$ cat config.mk
export PLATFORM = sky130hd
export DESIGN_NAME = multipacket_transport_receiver
export DESIGN_NICKNAME = d
export VERILOG_FILES = /design/src/design/mtr_pkg.sv /design/src/design/mtr_front.sv /design/src/design/mtr_queue.sv /design/src/design/mtr_back.sv /design/src/design/multipacket_transport_receiver.sv
export SDC_FILE = /design/constraint.sdc
export NUM_CORES = 1
export LEC_CHECK = 0
export CAP_MARGIN = 20
export CORE_MARGIN = 3
export CORE_UTILIZATION = 55
export DETAILED_ROUTE_END_ITERATION = 10
export DONT_BUFFER_PORTS = 1
export HOLD_SLACK_MARGIN = 0.06
export PLACE_DENSITY_LB_ADDON = 0.05
export SLEW_MARGIN = 20
export SYNTH_ARGS = -nofsm -noshare
export SYNTH_HDL_FRONTEND = slang
export SYNTH_SLANG_ARGS = --single-unit
export TNS_END_PERCENT = 30
$ cat constraint.sdc
create_clock -name clk -period 14.2 [get_ports clk]
set_input_delay 2.84 -clock clk [delete_from_list [all_inputs] [get_ports clk]]
set_output_delay 2.84 -clock clk [all_outputs]
set_load 0.1 [all_outputs]
$ cat src/design/mtr_pkg.sv
// ----------------------------------------------------------------------------
// mtr_pkg: shared types and constants of the multipacket transport receiver
// Control codes, accepted group numbers, result kinds and the command and
// result records passed between the front end, the queue and the back end.
// ----------------------------------------------------------------------------
`default_nettype none

package mtr_pkg;

  // Sizing
  localparam int MAX_MSG_BYTES = 2048;
  localparam int CHANNELS      = 2;
  localparam int QUEUE_DEPTH   = 2;
  localparam int QPTR_W        = (QUEUE_DEPTH > 1) ? $clog2(QUEUE_DEPTH) : 1;

  // Connection-management control bytes
  localparam logic [7:0] CTRL_RTS   = 8'h10;
  localparam logic [7:0] CTRL_ABORT = 8'hFF;
  localparam logic [7:0] CTRL_CTS   = 8'h11;
  localparam logic [7:0] CTRL_EOM   = 8'h13;

  // Outgoing frame CAN id
  localparam logic [31:0] TX_CAN_ID = 32'h9CEC_F456;

  // Accepted parameter group numbers
  localparam logic [23:0] PGN_A = 24'h000200;
  localparam logic [23:0] PGN_B = 24'h000600;
  localparam logic [23:0] PGN_C = 24'h001100;
  localparam logic [23:0] PGN_D = 24'h001500;
  localparam logic [23:0] PGN_E = 24'h001600;
  localparam logic [23:0] PGN_F = 24'h001700;

  localparam logic [7:0] FILL_BYTE   = 8'hFF;
  localparam logic [2:0] FRAME_BYTES = 3'd7;

  // Result kinds
  localparam logic [1:0] KIND_CTS     = 2'd0;
  localparam logic [1:0] KIND_EOM     = 2'd1;
  localparam logic [1:0] KIND_PAYLOAD = 2'd2;

  // Work handed from the front end to the back end
  typedef enum logic [1:0] {
    CMD_CTS,
    CMD_DATA,
    CMD_DATA_FINAL
  } cmd_op_t;

  typedef struct packed {
    cmd_op_t         op;
    logic            ch;
    logic [10:0]     offset;
    logic [2:0]      count;
    logic [6:0][7:0] bytes;   // index 0 is out_byte1
    logic [15:0]     length;
    logic [7:0]      total;
    logic [23:0]     group;
  } cmd_t;

  typedef struct packed {
    logic [1:0]      kind;
    logic            ch;
    logic [10:0]     offset;
    logic [2:0]      count;
    logic            last;
    logic [6:0][7:0] bytes;   // index 0 is out_byte1
  } result_t;

endpackage

`default_nettype wire

$ cat src/design/mtr_front.sv
// ----------------------------------------------------------------------------
// mtr_front: frame classifier and per-channel session state
// Accepts one frame per cycle while the queue has room, updates the session
// of its channel and pushes a command for every frame that yields results.
// ----------------------------------------------------------------------------
`default_nettype none

module mtr_front
  import mtr_pkg::*;
(
  input  wire logic            clk,
  input  wire logic            rst,
  input  wire logic            accept,
  input  wire logic            operation,
  input  wire logic            channel,
  input  wire logic [7:0][7:0] frame,      // index 0 is frame_byte0
  output logic                 push,
  output cmd_t                 push_cmd
);

  logic        session_enabled      [CHANNELS];
  logic [15:0] message_length       [CHANNELS];
  logic [7:0]  packet_total         [CHANNELS];
  logic [15:0] bytes_received       [CHANNELS];
  logic [7:0]  expected_sequence    [CHANNELS];
  logic [23:0] group_number         [CHANNELS];

  logic        session_enabled_next   [CHANNELS];
  logic [15:0] message_length_next    [CHANNELS];
  logic [7:0]  packet_total_next      [CHANNELS];
  logic [15:0] bytes_received_next    [CHANNELS];
  logic [7:0]  expected_sequence_next [CHANNELS];
  logic [23:0] group_number_next      [CHANNELS];

  logic [23:0] req_group;
  logic [15:0] req_length;
  logic        group_ok;
  logic        length_ok;
  logic        channel_ok;
  logic [15:0] remain;
  logic        final_frame;
  logic [2:0]  take;

  // Decode the request fields and the data frame bookkeeping
  always_comb begin
    req_group   = {frame[5], frame[6], frame[7]};
    req_length  = {frame[2], frame[1]};
    group_ok    = req_group inside {PGN_A, PGN_B, PGN_C, PGN_D, PGN_E, PGN_F};
    length_ok   = req_length <= 16'(MAX_MSG_BYTES);
    channel_ok  = 32'(channel) < CHANNELS;
    remain      = message_length[channel] - bytes_received[channel];
    final_frame = remain <= 16'(FRAME_BYTES);
    take        = final_frame ? remain[2:0] : FRAME_BYTES;
  end

  // Classify the transaction, update its session and build the command
  always_comb begin
    session_enabled_next   = session_enabled;
    message_length_next    = message_length;
    packet_total_next      = packet_total;
    bytes_received_next    = bytes_received;
    expected_sequence_next = expected_sequence;
    group_number_next      = group_number;
    push                   = 1'b0;
    push_cmd.op            = CMD_DATA;
    push_cmd.ch            = channel;
    push_cmd.offset        = bytes_received[channel][10:0];
    push_cmd.count         = take;
    push_cmd.length        = message_length[channel];
    push_cmd.total         = packet_total[channel];
    push_cmd.group         = group_number[channel];
    for (int i = 0; i < 7; i++) begin
      push_cmd.bytes[i] = (3'(i) < take) ? frame[i + 1] : 8'h00;
    end

    if (accept && channel_ok) begin
      if (!operation) begin
        if (frame[0] == CTRL_RTS) begin
          if (group_ok) begin
            message_length_next[channel]    = req_length;
            packet_total_next[channel]      = frame[3];
            bytes_received_next[channel]    = 16'd0;
            expected_sequence_next[channel] = 8'd1;
            group_number_next[channel]      = req_group;
            session_enabled_next[channel]   = length_ok;
            if (length_ok) begin
              push            = 1'b1;
              push_cmd.op     = CMD_CTS;
              push_cmd.offset = 11'd0;
              push_cmd.count  = FRAME_BYTES;
              push_cmd.bytes  = {req_group[7:0], req_group[15:8], req_group[23:16],
                                 FILL_BYTE, FILL_BYTE, 8'd1, frame[3]};
            end
          end
        end else if (frame[0] == CTRL_ABORT) begin
          session_enabled_next[channel] = 1'b0;
        end
      end else if (session_enabled[channel] &&
                   frame[0] == expected_sequence[channel] &&
                   expected_sequence[channel] <= packet_total[channel]) begin
        push                         = 1'b1;
        push_cmd.op                  = final_frame ? CMD_DATA_FINAL : CMD_DATA;
        bytes_received_next[channel] = bytes_received[channel] + 16'(take);
        if (final_frame) begin
          session_enabled_next[channel] = 1'b0;
        end else begin
          expected_sequence_next[channel] = expected_sequence[channel] + 8'd1;
        end
      end
    end
  end

  // Hold the session registers
  always_ff @(posedge clk) begin
    if (rst) begin
      for (int c = 0; c < CHANNELS; c++) begin
        session_enabled[c]   <= 1'b0;
        message_length[c]    <= 16'd0;
        packet_total[c]      <= 8'd0;
        bytes_received[c]    <= 16'd0;
        expected_sequence[c] <= 8'd0;
        group_number[c]      <= 24'd0;
      end
    end else begin
      session_enabled   <= session_enabled_next;
      message_length    <= message_length_next;
      packet_total      <= packet_total_next;
      bytes_received    <= bytes_received_next;
      expected_sequence <= expected_sequence_next;
      group_number      <= group_number_next;
    end
  end

endmodule

`default_nettype wire

$ cat src/design/mtr_queue.sv
// ----------------------------------------------------------------------------
// mtr_queue: short command queue between front end and back end
// Holds up to QUEUE_DEPTH commands; the head is visible without a pop.
// ----------------------------------------------------------------------------
`default_nettype none

module mtr_queue
  import mtr_pkg::*;
(
  input  wire logic clk,
  input  wire logic rst,
  input  wire logic push,
  input  cmd_t      push_cmd,
  input  wire logic pop,
  output cmd_t      head,
  output logic      full,
  output logic      empty
);

  cmd_t              entry [QUEUE_DEPTH];
  logic [QPTR_W-1:0] wr_ptr;
  logic [QPTR_W-1:0] rd_ptr;
  logic [QPTR_W:0]   fill;

  assign full  = fill == (QPTR_W + 1)'(QUEUE_DEPTH);
  assign empty = fill == '0;
  assign head  = entry[rd_ptr];

  // Store pushed commands
  always_ff @(posedge clk) begin
    if (push) begin
      entry[wr_ptr] <= push_cmd;
    end
  end

  // Advance pointers and fill level
  always_ff @(posedge clk) begin
    if (rst) begin
      wr_ptr <= '0;
      rd_ptr <= '0;
      fill   <= '0;
    end else begin
      if (push) begin
        wr_ptr <= (wr_ptr == QPTR_W'(QUEUE_DEPTH - 1)) ? '0 : wr_ptr + 1'b1;
      end
      if (pop) begin
        rd_ptr <= (rd_ptr == QPTR_W'(QUEUE_DEPTH - 1)) ? '0 : rd_ptr + 1'b1;
      end
      case ({push, pop})
        2'b10:   fill <= fill + 1'b1;
        2'b01:   fill <= fill - 1'b1;
        default: fill <= fill;
      endcase
    end
  end

endmodule

`default_nettype wire

$ cat src/design/mtr_back.sv
// ----------------------------------------------------------------------------
// mtr_back: result builder with output register
// Turns each queued command into one result, or into a payload result and
// an end-of-message acknowledgement for the final data frame.
// ----------------------------------------------------------------------------
`default_nettype none

module mtr_back
  import mtr_pkg::*;
(
  input  wire logic clk,
  input  wire logic rst,
  input  cmd_t      head,
  input  wire logic empty,
  output logic      pop,
  output logic      out_valid,
  input  wire logic out_ready,
  output result_t   out_res
);

  logic    eom_pending;
  logic    eom_pending_next;
  logic    out_valid_next;
  result_t out_res_next;
  logic    load;

  assign load = !out_valid || out_ready;

  // Choose the next result
  always_comb begin
    pop              = 1'b0;
    eom_pending_next = eom_pending;
    out_valid_next   = out_valid;
    out_res_next     = out_res;
    if (load) begin
      out_valid_next = 1'b0;
      if (!empty) begin
        out_valid_next      = 1'b1;
        out_res_next.ch     = head.ch;
        out_res_next.offset = head.offset;
        out_res_next.count  = head.count;
        out_res_next.bytes  = head.bytes;
        out_res_next.last   = 1'b1;
        out_res_next.kind   = KIND_PAYLOAD;
        if (eom_pending) begin
          // second result of a final data frame
          out_res_next.kind   = KIND_EOM;
          out_res_next.offset = 11'd0;
          out_res_next.count  = FRAME_BYTES;
          out_res_next.bytes  = {head.group[7:0], head.group[15:8], head.group[23:16],
                                 FILL_BYTE, head.total, head.length[15:8],
                                 head.length[7:0]};
          eom_pending_next    = 1'b0;
          pop                 = 1'b1;
        end else begin
          case (head.op)
            CMD_CTS: begin
              out_res_next.kind = KIND_CTS;
              pop               = 1'b1;
            end
            CMD_DATA: begin
              pop = 1'b1;
            end
            CMD_DATA_FINAL: begin
              out_res_next.last = 1'b0;
              eom_pending_next  = 1'b1;
            end
            default: begin
              out_valid_next = 1'b0;
              pop            = 1'b1;
            end
          endcase
        end
      end
    end
  end

  // Hold the output register
  always_ff @(posedge clk) begin
    if (rst) begin
      out_valid   <= 1'b0;
      eom_pending <= 1'b0;
    end else begin
      out_valid   <= out_valid_next;
      eom_pending <= eom_pending_next;
    end
  end

  always_ff @(posedge clk) begin
    out_res <= out_res_next;
  end

endmodule

`default_nettype wire

$ cat src/design/multipacket_transport_receiver.sv
// ----------------------------------------------------------------------------
// multipacket_transport_receiver: receive side of a multi-packet transport
// One session per channel: requests open sessions and are answered with
// clear-to-send, data frames deliver payload with its byte offset, and the
// final frame adds an end-of-message acknowledgement.
//
//   channel | direction | tdata                          | tuser / tlast
//   --------+-----------+--------------------------------+------------------
//   s_*     | in        | frame_byte0..frame_byte7       | operation, channel
//   m_*     | out       | byte_offset, byte_count,       | kind, channel_out
//           |           | out_byte1..out_byte7           | tlast = last
//
// A frame is classified and its session updated in the cycle it is accepted;
// frames can arrive every cycle while the two-entry command queue has room.
// The back end emits one result per cycle unless m_tready stalls it; a final
// data frame yields two results there (payload, then acknowledgement).
// Synchronous reset clears all sessions, the queue and the output register.
// A stalled m_tready fills the queue and then drops s_tready.
// ----------------------------------------------------------------------------
`default_nettype none

module multipacket_transport_receiver
  import mtr_pkg::*;
(
  input  wire logic        clk,
  input  wire logic        rst,
  input  wire logic        s_tvalid,
  output logic             s_tready,
  input  wire logic [63:0] s_tdata,   // frame_byte0 .. frame_byte7
  input  wire logic [1:0]  s_tuser,   // operation, channel
  output logic             m_tvalid,
  input  wire logic        m_tready,
  output logic [71:0]      m_tdata,   // byte_offset, byte_count, out_byte1 .. out_byte7, zero pad
  output logic [2:0]       m_tuser,   // kind, channel_out
  output logic             m_tlast
);

  logic    accept;
  logic    push;
  cmd_t    push_cmd;
  cmd_t    head;
  logic    q_full;
  logic    q_empty;
  logic    pop;
  result_t res;

  assign s_tready = !q_full;
  assign accept   = s_tvalid && s_tready;

  mtr_front u_front (
    .clk       (clk),
    .rst       (rst),
    .accept    (accept),
    .operation (s_tuser[0]),
    .channel   (s_tuser[1]),
    .frame     (s_tdata),
    .push      (push),
    .push_cmd  (push_cmd)
  );

  mtr_queue u_queue (
    .clk      (clk),
    .rst      (rst),
    .push     (push),
    .push_cmd (push_cmd),
    .pop      (pop),
    .head     (head),
    .full     (q_full),
    .empty    (q_empty)
  );

  mtr_back u_back (
    .clk       (clk),
    .rst       (rst),
    .head      (head),
    .empty     (q_empty),
    .pop       (pop),
    .out_valid (m_tvalid),
    .out_ready (m_tready),
    .out_res   (res)
  );

  // Pack the result transaction
  assign m_tdata = {2'b00, res.bytes, res.count, res.offset};
  assign m_tuser = {res.ch, res.kind};
  assign m_tlast = res.last;

`ifndef SYNTHESIS
  // A payload that is not last is followed at once by its acknowledgement
  assert property (@(posedge clk) disable iff (rst)
    m_tvalid && m_tready && m_tuser[1:0] == KIND_PAYLOAD && !m_tlast
    |=> m_tvalid && m_tuser[1:0] == KIND_EOM && m_tlast)
    else $error("payload without following acknowledgement");

  // Frame results always carry a full frame and no offset
  assert property (@(posedge clk) disable iff (rst)
    m_tvalid && m_tuser[1:0] != KIND_PAYLOAD
    |-> m_tdata[13:11] == FRAME_BYTES && m_tdata[10:0] == 11'd0 && m_tlast)
    else $error("malformed frame result");

  // No result is valid right after reset
  assert property (@(posedge clk)
    rst |=> !m_tvalid)
    else $error("result valid right after reset");

  // The queue never overflows: a full queue refuses input
  assert property (@(posedge clk) disable iff (rst)
    q_full |-> !accept)
    else $error("transaction accepted while queue full");
`endif

endmodule

`default_nettype wire
# == Yosys cells after proc, flatten, opt, wreduce, memory -nomap -nowiden ==
# Memories as Yosys holds them, arrays and structs flattened. A register that Yosys moved wholly into a read port is not among the register bits.
# Index checks and enable logic that the tools add are counted.
# op_classes
n_addsub,7
magnitude_cmp,12
n_eq_ne,18
n_mux,91
bitwise_logic,10
n_reduce_logical,20
# op_table
cell,count
2-to-1 mux 70 bit,5
2-to-1 mux 16 bit,12
2-to-1 mux 32 bit,4
2-to-1 mux 8 bit,14
"equality test 24 x 13 -> 1 bit, second input constant",4
2-to-1 mux 24 bit,4
bitwise mux 32 bit,2
2-to-1 mux 56 bit,1
bitwise mux 48 bit,1
bitwise AND 32 bit,1
bitwise mux 16 bit,2
inverter 32 bit,1
2-to-1 mux 1 bit,26
2-to-1 mux 2 bit,13
demux 24 bit (select 1 bit),1
"equality test 24 x 10 -> 1 bit, second input constant",1
"equality test 24 x 11 -> 1 bit, second input constant",1
adder 16 x 3 -> 16 bit,1
demux 16 bit (select 1 bit),1
"less-or-equal comparator 16 x 12 -> 1 bit, second input constant",1
"less-or-equal comparator 16 x 3 -> 1 bit, second input constant",1
subtractor 16 bit,1
bitwise AND 14 bit,1
inverter 14 bit,1
other kinds (39),58
# totals
register_bits,226
mem_bits_rw,242
inputBits,70
output_inout_bits,78
wordCells,188
mem_count,1
# mem_list
memory,words,word_bits,read_ports,rd_clocked_by_memory_dff,write_ports,line,rtl
u_queue.entry,2,121,1,1,1,mtr_queue.sv:20,cmd_t entry [QUEUE_DEPTH];

# == Depth between registers and ports, before layout ==
# Gate-level depths: netlist of run 1.
# depth
word_depth,14
mapped_depth,27
ltp_nobuf,22

# == Hierarchy ==
# A second synthesis of run 1 with hierarchy kept.
# hier_totals
cells_unflattened,1670
area_unflattened_um2,20816.2
# by_module_without_submodules
mod,n_inst,cells_per_inst,area_per_inst_um2,seq_area_each_um2
mtr_queue,1,398,8922.3,7367.1
mtr_front,1,1100,8662.1,2922.8
mtr_back,1,167,3203.1,2262.2
multipacket_transport_receiver,1,5,28.8,0.0

# == Worst setup path after synthesis of run 1 ==
# Ideal clock, no wire load.
# synth_path
kind,input-to-reg
startpoint,in s_tuser[1]
endpoint,mem u_queue.entry[1][0] (netlist name) (enable)
setup_ns,0.618
arrival_time_ns,11.376
required_time_ns,13.582
slack_ns,2.206
stages,15
path_buffers,5
path_cell_list,buf_2 -> buf_4 -> buf_1 -> buf_1 -> clkbuf_1 -> mux2i_1 -> ha_1 -> nor2b_1 -> o21a_1 -> o21a_1 -> o21bai_1 -> a21oi_1 -> nor3_2 -> nor2_1 -> nor2b_1
# synth_between
elab_chain_len,12
elab_cells_between_ends,19
classes_between,1 x order compare; 1 x eq/ne; 14 x mux; 1 x bitwise; 2 x reduce/logical
# synth_rtl
element,line,rtl
"start, declared",multipacket_transport_receiver.sv:30,"input wire logic [1:0] s_tuser,"
inverter 1 -> 2 bit (implied by the code) *,"mtr_front.sv:98, mtr_front.sv:99, mtr_front.sv:100",
"parallel branches: the longest is 5 deep, another holds less-or-equal comparator 8 bit",n/a,
logical AND 1 bit *,mtr_front.sv:99,frame[0] == expected_sequence[channel] &&
2-to-1 mux 1 bit *,mtr_front.sv:98,end else if (session_enabled[channel] &&
2-to-1 mux 1 bit *,mtr_front.sv:77,if (!operation) begin
2-to-1 mux 1 bit *,mtr_front.sv:76,if (accept && channel_ok) begin
2-to-1 mux 1 bit *,mtr_queue.sv:31,if (push) begin
2-to-1 mux 1 bit (implied by the code) *,mtr_queue.sv:32,entry[wr_ptr] <= push_cmd;
"end, declared",mtr_queue.sv:20,
# Mark *: on every way between the ends. The select of a mux whose other input is x is not followed.

# == Final worst setup path of run 1 ==
# layout_path
startpoint,in s_tuser[1]
endpoint,reg u_front.bytes_received[15] (netlist name)
# layout_between
elab_chain_len,11
elab_cells_between_ends,38
classes_between,2 x add/sub; 4 x order compare; 2 x eq/ne; 23 x mux; 3 x bitwise; 4 x reduce/logical
# layout_rtl
element,line,rtl
inverter 1 -> 2 bit (implied by the code) *,n/a,
2-to-1 mux 16 bit (on tied branches) (3 in series),"mtr_front.sv:51, mtr_front.sv:103",
subtractor 16 bit,mtr_front.sv:51,remain = message_length[channel] - bytes_received[channel];
less-or-equal comparator 16 x 3 -> 1 bit,mtr_front.sv:52,final_frame = remain <= 16'(FRAME_BYTES);
2-to-1 mux 3 bit,mtr_front.sv:53,take = final_frame ? remain[2:0] : FRAME_BYTES;
adder 16 x 3 -> 16 bit,mtr_front.sv:103,bytes_received_next[channel] = bytes_received[channel] + 16'(take);
bitwise mux 32 bit,mtr_front.sv:103,
2-to-1 mux 32 bit,mtr_front.sv:98,
2-to-1 mux 32 bit,mtr_front.sv:77,
"end signal, assigned",mtr_front.sv:128,bytes_received <= bytes_received_next;
"end, declared",mtr_front.sv:24,logic [15:0] bytes_received [CHANNELS];
# Every way passes the cells marked *; elsewhere a longest branch is shown, timed or not. The select of a mux whose other input is x is not followed.
# A chain may end at the register's enable or synchronous reset.

==> flow_metrics.py, run 1 <==
metrics = {
    "logic_synthesis": {
        "synth-edff-count": 316,
        "synth.avg_cell_area_um2": 13.25,
        "ys_seq_elements": 469,
        "syn_area_um2": 19770,
        "yosys.area.top_type": "sky130_fd_sc_hd__edfxtp_1",
        "yosys-top-cells-area": "sky130_fd_sc_hd__edfxtp_1, sky130_fd_sc_hd__dfxtp_1, sky130_fd_sc_hd__mux4_2",
        "dominantRegCellSynth": "sky130_fd_sc_hd__edfxtp_1",
        "synth.lib_cells_used.distinct": 83,
        "synth.top_cell.area_share": 0.4799,
        "synthArstFlopShare": 0,
        "post_synth_inst_count": 1492,
        "library_cell_with_the_highest_instance_count_after_synthesis": "sky130_fd_sc_hd__edfxtp_1",
        "synth_common_cells": "sky130_fd_sc_hd__edfxtp_1, sky130_fd_sc_hd__nand2_1, sky130_fd_sc_hd__dfxtp_1",
        "ys_seq_area_frac": 0.6348,
        "number_of_synthesis_warnings": 0,
    },
    "route": {
        "wire_length_after_detailed_routing_mm": 45.08,
        "detail_route.vias_per_cell": 6.039,
        "remaining_drc_errors": 0,
        "vias": 11900,
        "ant_nets": 0,
        "detail_route.first_pass.iterations": 5,
        "detail_route.wl_per_cell_um": 22.87,
        "drt_first_iter_violations": 1104,
    },
    "floorplanning": {
        "fp-row-count": 68,
        "die_width_um": 195.6,
        "core-area_um2": 34970,
        "initial_core_util": 0.5655,
        "pin_count": 148,
        "fp.dieH_um": 195.6,
        "die_area_um2": 38260,
    },
    "sta": {
        "tightest_slew_margin_relative_to_the_limit": 0.3380,
        "final_period_minus_worst_setup_slack_ns": 7.580,
        "setup-tns-final_ns": 0,
        "fin_worst_hold_slack_ns": 0.4462,
        "worst_clock_skew_ns": 0.02301,
        "tightest_slew_ns": 0.9930,
        "rsz_0062_raised_after_global_routing": "false",
        "timing.final.hold_violations": 0,
        "achievable-frequency_ghz": 0.1319,
        "setup-violations-final": 0,
        "slew_viols_final": 0,
        "final.period_utilization": 0.5338,
    },
    "grt": {
        "overflow": 0,
        "wire_length_of_the_first_global_routing_pass_mm": 69.00,
        "pin_count_of_the_biggest_net_entering_global_routing": 100,
        "grt_util_all_layers": 0.2344,
        "grt_pass1_vias": 11580,
        "initial_antenna_violation_count": 0,
    },
    "setup_path": {
        "required_ns": 14.66,
        "worstPathCellList": "mux2_2 -> ha_1 -> fa_1 -> nand2b_1 -> a211o_1 -> a211oi_2 -> o2111ai_1 -> o211ai_1 -> o21ai_1 -> nor3_2 -> nand2_1 -> ha_1 -> a21o_1 -> a21oi_1 -> or3_1 -> or4_4 -> nor3_2 -> nand3_1 -> xor2_1 -> a22oi_1 -> nor2_1",
        "delay_of_the_slowest_cell_on_the_worst_path_ns": 0.47,
        "setup.worst_path.start_class": "input port",
        "critPathSlowestCell": "sky130_fd_sc_hd__fa_1",
        "worst_setup_path_end_kind": "register",
        "critical_path_peak_fanout": 97,
        "critPathKind": "in2reg",
        "crit_arrival_ns": 8.04,
    },
    "cts": {
        "post_cts_resize_count": 0,
        "insertion_delay_of_the_later_clocked_pin_in_the_worst_skew_pair_ns": 0.58,
        "tritoncts": "yes",
        "ctsLongestPathBuffers": 3,
        "cts_htree_levels": 2,
        "cts_num_sinks": 469,
        "post_cts.repair.setup_buffers": 0,
        "cts_inserted_buffers": 48,
        "holdBufCountCts": 0,
        "clkTransAtPathRegs_ns": 0.06,
        "cts_root_buf": "sky130_fd_sc_hd__clkbuf_16",
    },
    "status": {
        "run_status": "complete, no violations",
    },
    "power_and_ir_drop": {
        "power.density_cell_area_nw_per_um2": 123.7,
        "report.power.total_uw": 2691,
        "leakagePower_uw": 0.007110,
        "ir_worst_vdd_mv": 0.09282,
    },
    "flow_run": {
        "timing.max_cap.violations": 0,
    },
    "placement": {
        "dp.final_hpwl_mm": 28.80,
        "place.port_buffers": 0,
        "final_weighted_congestion_in_routability_driven_placement": 0.8945,
    },
    "finish": {
        "layout.filler_cells": 2640,
        "finish.utilization": 0.6222,
        "synthToLayoutAreaGrowth_pct": 10.04,
        "antenna-diode-count": 0,
        "nNetsFinal": 1576,
        "share_of_post_route_cells_with_drive_strength_above_1": 0.1497,
    },
    "min_path": {
        "hold_path.class": "reg2reg",
    },
}
[layer usage]
layer / up-vias / track usage / wire length [µm]
li1: 5536 / - / -
met1: 5938 / 0.3534 / 20650
met2: 364 / 0.3461 / 20330
met3: 64 / 0.04865 / 3088
met4: 0 / 0.07103 / 1008
met5: - / 0 / 0
[state kept, by name, summed over array words and instances, names as in the netlist, 2 cells and up, named ones only]
signal,cells
u_back.out_res,74
u_front.message_length,32
u_front.packet_total,16
u_front.group_number,48
u_front.expected_sequence,16
u_queue.fill,2
u_front.session_enabled,2
u_front.bytes_received,32
u_queue.entry,242
[layout make-up]
class,instances,area (µm²),area share
sequential,469,12560,0.5772
multi-input combinational,898,6746,0.3101
clock buffer,68,1389,0.06383
tap,455,569.3,0.02616
clock inverter,22,185.2,0.008511
inverter,42,157.7,0.007246
timing repair buffer,17,151.4,0.006958
[per-stage QoR]
step / area (µm²) / std cells / setup WS, ns
2_1_floorplan: 19780 / 1493 / 2.206
3_3_place_gp: 20150 / 1880 / 6.226
3_5_place_dp: 20150 / 1880 / 6.150
4_1_cts: 21720 / 1970 / 6.722
5_1_grt: 21760 / 1971 / 6.302
6_report: 21760 / 1971 / 6.620
[cell usage in the layout, fill, tap and decap left out, types with 4 or more instances in the layout]
| cell type | instances |
|---|---|
| sky130_fd_sc_hd__edfxtp_1 | 316 |
| sky130_fd_sc_hd__nand2_1 | 175 |
| sky130_fd_sc_hd__dfxtp_1 | 151 |
| sky130_fd_sc_hd__a21oi_1 | 105 |
| sky130_fd_sc_hd__nor2_1 | 70 |
| sky130_fd_sc_hd__mux2i_1 | 50 |
| sky130_fd_sc_hd__clkbuf_16 | 50 |
| sky130_fd_sc_hd__mux4_2 | 48 |
| sky130_fd_sc_hd__and3_1 | 46 |
| sky130_fd_sc_hd__mux2_2 | 43 |
| sky130_fd_sc_hd__inv_1 | 42 |
| sky130_fd_sc_hd__ha_1 | 28 |
| sky130_fd_sc_hd__and2_1 | 25 |
| sky130_fd_sc_hd__nor2b_1 | 24 |
| sky130_fd_sc_hd__a21o_1 | 24 |
| sky130_fd_sc_hd__xnor2_1 | 19 |
| sky130_fd_sc_hd__nor3_1 | 18 |
| sky130_fd_sc_hd__nand3_1 | 16 |
| sky130_fd_sc_hd__buf_4 | 15 |
| sky130_fd_sc_hd__o21ai_0 | 14 |
| sky130_fd_sc_hd__nor4_1 | 14 |
| sky130_fd_sc_hd__o22ai_1 | 14 |
| sky130_fd_sc_hd__nand2b_1 | 12 |
| sky130_fd_sc_hd__a211o_1 | 12 |
| sky130_fd_sc_hd__a31oi_1 | 12 |
| sky130_fd_sc_hd__a311oi_1 | 12 |
| sky130_fd_sc_hd__clkbuf_1 | 11 |
| sky130_fd_sc_hd__o21a_1 | 9 |
| sky130_fd_sc_hd__clkinv_2 | 9 |
| sky130_fd_sc_hd__nand4_1 | 8 |
| sky130_fd_sc_hd__clkbuf_8 | 7 |
| sky130_fd_sc_hd__a22oi_1 | 6 |
| sky130_fd_sc_hd__xor2_1 | 5 |
| sky130_fd_sc_hd__or3_1 | 5 |
| sky130_fd_sc_hd__or4_1 | 4 |
| sky130_fd_sc_hd__nor3_2 | 4 |
| sky130_fd_sc_hd__clkinv_1 | 4 |
[worst max-delay path, delay by kind of cell]
family                     cells  cell delay [ns]
xor gates and xnor gates       1             0.16
adders and majority gates      3             1.03
and+or+nand+nor                8             1.91
AOI/OAI and AO/OA              8             1.61
muxes                          1             0.39
[cell families (layout without fill, tap and decap cells)]
| group | after synthesis | in the layout | synth area share |
|---|---|---|---|
| multiplexers | 145 | 145 | 0.1077 |
| AND/OR/NAND/NOR | 449 | 449 | 0.1164 |
| other | 1 | 2 | 0.0001896 |
| flip-flops | 469 | 469 | 0.6348 |
| AO/OA/AOI/OAI | 247 | 247 | 0.08327 |
| buffers and inverters | 126 | 149 | 0.02689 |
| XOR/XNOR | 25 | 25 | 0.01107 |
| adder cells (fa/ha/maj) | 30 | 30 | 0.01974 |
[report_power, final]
part	total, µW	internal (µW)	switching [µW]	leakage [µW]
logic	17.2	7.57	9.59	0.00275
registers	1440	1440	0.000000932	0.00359
clock network	1240	721	514	0.000770
[worst paths after layout]
| check | from | endpoint | slack, ns | cells past startpoint |
|---|---|---|---|---|
| max | s_tuser[1] | u_front.bytes_received[15] | 6.62 | 21 |
| min | u_front.bytes_received[28] | u_front.bytes_received[28] | 0.45 | 2 |
| max reg2reg | u_queue.fill[0] | u_queue.entry[1][86] | 8.61 | 11 |
| min reg2reg | u_front.bytes_received[28] | u_front.bytes_received[28] | 0.45 | 2 |
No activity file was read; power rests on OpenSTA's default activity.
==> inputs of run 2 (changes only) <==
--- a/config.mk
+++ b/config.mk
@@ -5,6 +5,7 @@
 export SDC_FILE = /design/constraint.sdc
 export NUM_CORES = 1
 export LEC_CHECK = 0
+export ABC_AREA = 1
 export CAP_MARGIN = 20
 export CORE_MARGIN = 3
 export CORE_UTILIZATION = 55
==> constraint.sdc (replaced) <==
create_clock -name clk -period 7.8 [get_ports clk]
set_input_delay 1.56 -clock clk [delete_from_list [all_inputs] [get_ports clk]]
set_output_delay 1.56 -clock clk [all_outputs]
set_load 0.1 [all_outputs]
==> flow_metrics.py, run 2 <==
metrics = {
    "sta": {
        "fin_worst_hold_slack_ns": 0.4479,
        "achievable-frequency_ghz": 0.1697,
        "timing.final.hold_violations": 0,
        "setup-violations-final": 0,
        "final.period_utilization": 0.7555,
        "final_period_minus_worst_setup_slack_ns": 5.893,
        "slew_viols_final": 0,
        "tightest_slew_margin_relative_to_the_limit": 0.2913,
        "rsz_0062_raised_after_global_routing": "false",
        "tightest_slew_ns": 1.062,
        "postLayoutSetupSlackWorst_ns": 1.907,
        "worst_clock_skew_ns": 0.02954,
    },
    "floorplanning": {
        "fp-row-count": 70,
        "die_area_um2": 39910,
        "die_width_um": 199.8,
        "initial_core_util": 0.5614,
        "pin_count": 148,
        "core-area_um2": 36790,
        "fp.dieH_um": 199.8,
    },
    "logic_synthesis": {
        "ys_seq_elements": 469,
        "library_cell_with_the_highest_instance_count_after_synthesis": "sky130_fd_sc_hd__nand2_1",
        "syn_area_um2": 20650,
        "synth-edff-count": 316,
        "yosys-top-cells-area": "sky130_fd_sc_hd__edfxtp_1, sky130_fd_sc_hd__dfxtp_1, sky130_fd_sc_hd__nand2_1",
        "synth_compound_gate_area_share": 0.1175,
        "synth.lib_cells_used.distinct": 52,
        "post_synth_inst_count": 2199,
        "post_synth_xor_area_fraction": 0.006786,
        "synth.avg_cell_area_um2": 9.391,
        "ys_seq_area_frac": 0.6078,
        "synth_top_family_by_area": "simple AND/OR/NAND/NOR gates",
        "number_of_synthesis_warnings": 0,
        "dominantRegCellSynth": "sky130_fd_sc_hd__edfxtp_1",
        "yosys.area.top_type": "sky130_fd_sc_hd__edfxtp_1",
        "synthArstFlopShare": 0,
        "synth_common_cells": "sky130_fd_sc_hd__nand2_1, sky130_fd_sc_hd__edfxtp_1, sky130_fd_sc_hd__inv_1",
        "post_synth_and_or_nand_nor_area_fraction": 0.1772,
        "synth.top_cell.area_share": 0.4595,
        "synth.mux.area_fraction": 0.0004847,
        "synth_fa_ha_area_frac": 0.01890,
    },
    "route": {
        "detail_route.vias_per_cell": 5.698,
        "drt_first_iter_violations": 1237,
        "ant_nets": 0,
        "vias": 15210,
        "detail_route.first_pass.iterations": 6,
        "wire_length_after_detailed_routing_mm": 52.29,
        "detail_route.wl_per_cell_um": 19.58,
        "remaining_drc_errors": 0,
    },
    "grt": {
        "overflow": 0,
        "wire_length_of_the_first_global_routing_pass_mm": 81.10,
        "grt_util_all_layers": 0.2622,
        "initial_antenna_violation_count": 0,
        "pin_count_of_the_biggest_net_entering_global_routing": 96,
        "grt_pass1_vias": 14500,
    },
    "power_and_ir_drop": {
        "share_seq_of_total_power": 0.575,
        "total_switching_power_uw": 3178,
        "leakagePower_uw": 0.009291,
        "power_frac_comb": 0.142,
        "power.density_cell_area_nw_per_um2": 345.1,
        "clock_network_fraction_of_total_power": 0.283,
        "sw_frac_of_total": 0.4096,
        "cellInternalPower_uw": 4581,
        "ir_worst_vdd_mv": 0.2053,
    },
    "setup_path": {
        "critical_path_peak_fanout": 95,
        "worst_setup_path_end_kind": "register",
        "rr_startpoint": "u_front.bytes_received[1]",
        "required_ns": 8.30,
        "r2r_end": "u_front.bytes_received[13]",
        "critPathKind": "in2reg",
        "reg2reg_setup_slack_ns": 3.09,
        "worst_setup_path_endpoint": "u_front.bytes_received[13]",
        "cp-startpoint": "s_tuser[1]",
        "rr_worst_depth": 27,
        "setup.worst_path.start_class": "input port",
        "crit_arrival_ns": 6.39,
    },
    "placement": {
        "preCtsSetupSlack_ns": 1.418,
        "final_weighted_congestion_in_routability_driven_placement": 0.9142,
        "place.port_buffers": 0,
        "dp.final_hpwl_mm": 34.22,
    },
    "status": {
        "run_status": "complete, no violations",
    },
    "min_path": {
        "hold_path.class": "reg2reg",
        "hold_depth": 1,
    },
    "finish": {
        "final_common_cell": "sky130_fd_sc_hd__nand2_1",
        "nNetsFinal": 2262,
        "layout.filler_cells": 3094,
        "synthToLayoutAreaGrowth_pct": 8.864,
        "biggest_registers_after_layout": "u_queue.entry (242), u_back.out_res (74), u_front.group_number (48)",
        "largest_reg_flops": 242,
        "seqCellArea_um2": 12560,
        "most-common-layout-cells": "sky130_fd_sc_hd__nand2_1, sky130_fd_sc_hd__edfxtp_1, sky130_fd_sc_hd__inv_1, sky130_fd_sc_hd__o21ai_0, sky130_fd_sc_hd__nor2_1",
        "share_of_post_route_cells_with_drive_strength_above_1": 0.06315,
        "multi_input_area_um2": 6673,
        "max_flop_register": "u_queue.entry",
    },
    "cts": {
        "cts_root_buf": "sky130_fd_sc_hd__clkbuf_16",
        "post_cts.repair.setup_buffers": 0,
        "clkTransAtPathRegs_ns": 0.06,
        "insertion_delay_of_the_later_clocked_pin_in_the_worst_skew_pair_ns": 0.60,
        "holdBufCountCts": 0,
        "cts_htree_levels": 2,
        "ctsLongestPathBuffers": 3,
        "cts_inserted_buffers": 47,
        "tritoncts": "yes",
        "post_cts_resize_count": 0,
        "cts_num_sinks": 469,
    },
    "flow_run": {
        "timing.max_cap.violations": 0,
    },
}
[run 2: cell count changes after synthesis, sizes merged, moves of 60 or more]
cell   previous run  this run
inv              42       261
nand2           177       432
nand3            19       139
nor2             72       226
o21ai            18       249
o22ai            14        74
[run 2: worst min path at each step]
stage                        startpoint                        to
4_1_cts                  u_queue.rd_ptr                  register
6_report                 u_queue.rd_ptr                  register
2_1_floorplan            u_queue.rd_ptr                  register
3_5_place_dp             u_queue.rd_ptr                  register
3_3_place_gp             u_queue.rd_ptr                  register
5_1_grt        u_front.group_number[14]  u_front.group_number[14]
[run 2: power groups by stage]
stage | Combinational (µW) | Sequential, µW | Clock (µW)
2_1_floorplan | 814 | 4470 | 0
3_3_place_gp | 1090 | 4520 | 0
3_5_place_dp | 1100 | 4520 | 0
4_1_cts | 1110 | 4470 | 2240
5_1_grt | 1250 | 4490 | 2340
6_report | 1100 | 4460 | 2200
[run 2: final cells by class]
type | instances | share of cell area
diodes | 1 | 0.0001113
clock buffers | 62 | 0.05666
clock inverters | 26 | 0.01035
inverters | 266 | 0.04475
multi-input cells | 1361 | 0.2968
flip-flops and latches | 469 | 0.5585
well taps | 468 | 0.02605
repair buffers | 17 | 0.006790
[run 2: worst max-delay path: stages]
cell	delay, ns
sky130_fd_sc_hd__inv_2	0.45
sky130_fd_sc_hd__or2_2	0.20
sky130_fd_sc_hd__o21ai_0	0.11
sky130_fd_sc_hd__ha_1	0.26
sky130_fd_sc_hd__fa_1	0.41
sky130_fd_sc_hd__inv_1	0.12
sky130_fd_sc_hd__nand2_1	0.10
sky130_fd_sc_hd__nand2_1	0.13
sky130_fd_sc_hd__nand4_1	0.19
sky130_fd_sc_hd__nand3_1	0.12
sky130_fd_sc_hd__nand2_1	0.06
sky130_fd_sc_hd__nand2_1	0.13
sky130_fd_sc_hd__nand2_1	0.07
sky130_fd_sc_hd__nor2_1	0.16
sky130_fd_sc_hd__nand3_2	0.17
sky130_fd_sc_hd__a21oi_1	0.20
sky130_fd_sc_hd__inv_1	0.07
sky130_fd_sc_hd__ha_1	0.34
sky130_fd_sc_hd__nand3_1	0.10
sky130_fd_sc_hd__nand2_1	0.08
sky130_fd_sc_hd__nand2_1	0.06
sky130_fd_sc_hd__nor2_1	0.24
sky130_fd_sc_hd__nand3_1	0.22
sky130_fd_sc_hd__nor3_2	0.25
sky130_fd_sc_hd__nand2_1	0.11
sky130_fd_sc_hd__o21ai_1	0.16
sky130_fd_sc_hd__nand3_1	0.09
sky130_fd_sc_hd__a21oi_1	0.15
[run 2: through the flow]
stage | utilization | instance area (µm²) | power (µW) | instances | TNS, ns
floorplan | - | 20660 | 5285 | 2200 | -198.46
global placement | 0.5701 | 20970 | 5611 | 2581 | 0
detailed placement | 0.5701 | 20970 | 5625 | 2581 | 0
CTS | 0.6111 | 22480 | 7821 | 2669 | 0
global route | 0.6111 | 22480 | 8084 | 2669 | 0
finish | 0.6112 | 22480 | 7758 | 2670 | 0
[run 2: layer usage]
layer,routed length (µm),vias to the layer above,global-route usage
met5,0,-,0
met4,1646,0,0.08478
met3,3237,101,0.05455
met2,24690,417,0.4308
met1,22720,7350,0.3532
li1,-,7346,-
[run 2: logic make-up (layout without fill, tap and decap cells)]
kind of cell	after synthesis	count (layout)
fa+ha+maj	30	30
other cells	1	3
simple gates	860	860
flops	469	469
mux	1	1
compound gates	452	452
xor+xnor	16	16
buf+inv	370	371
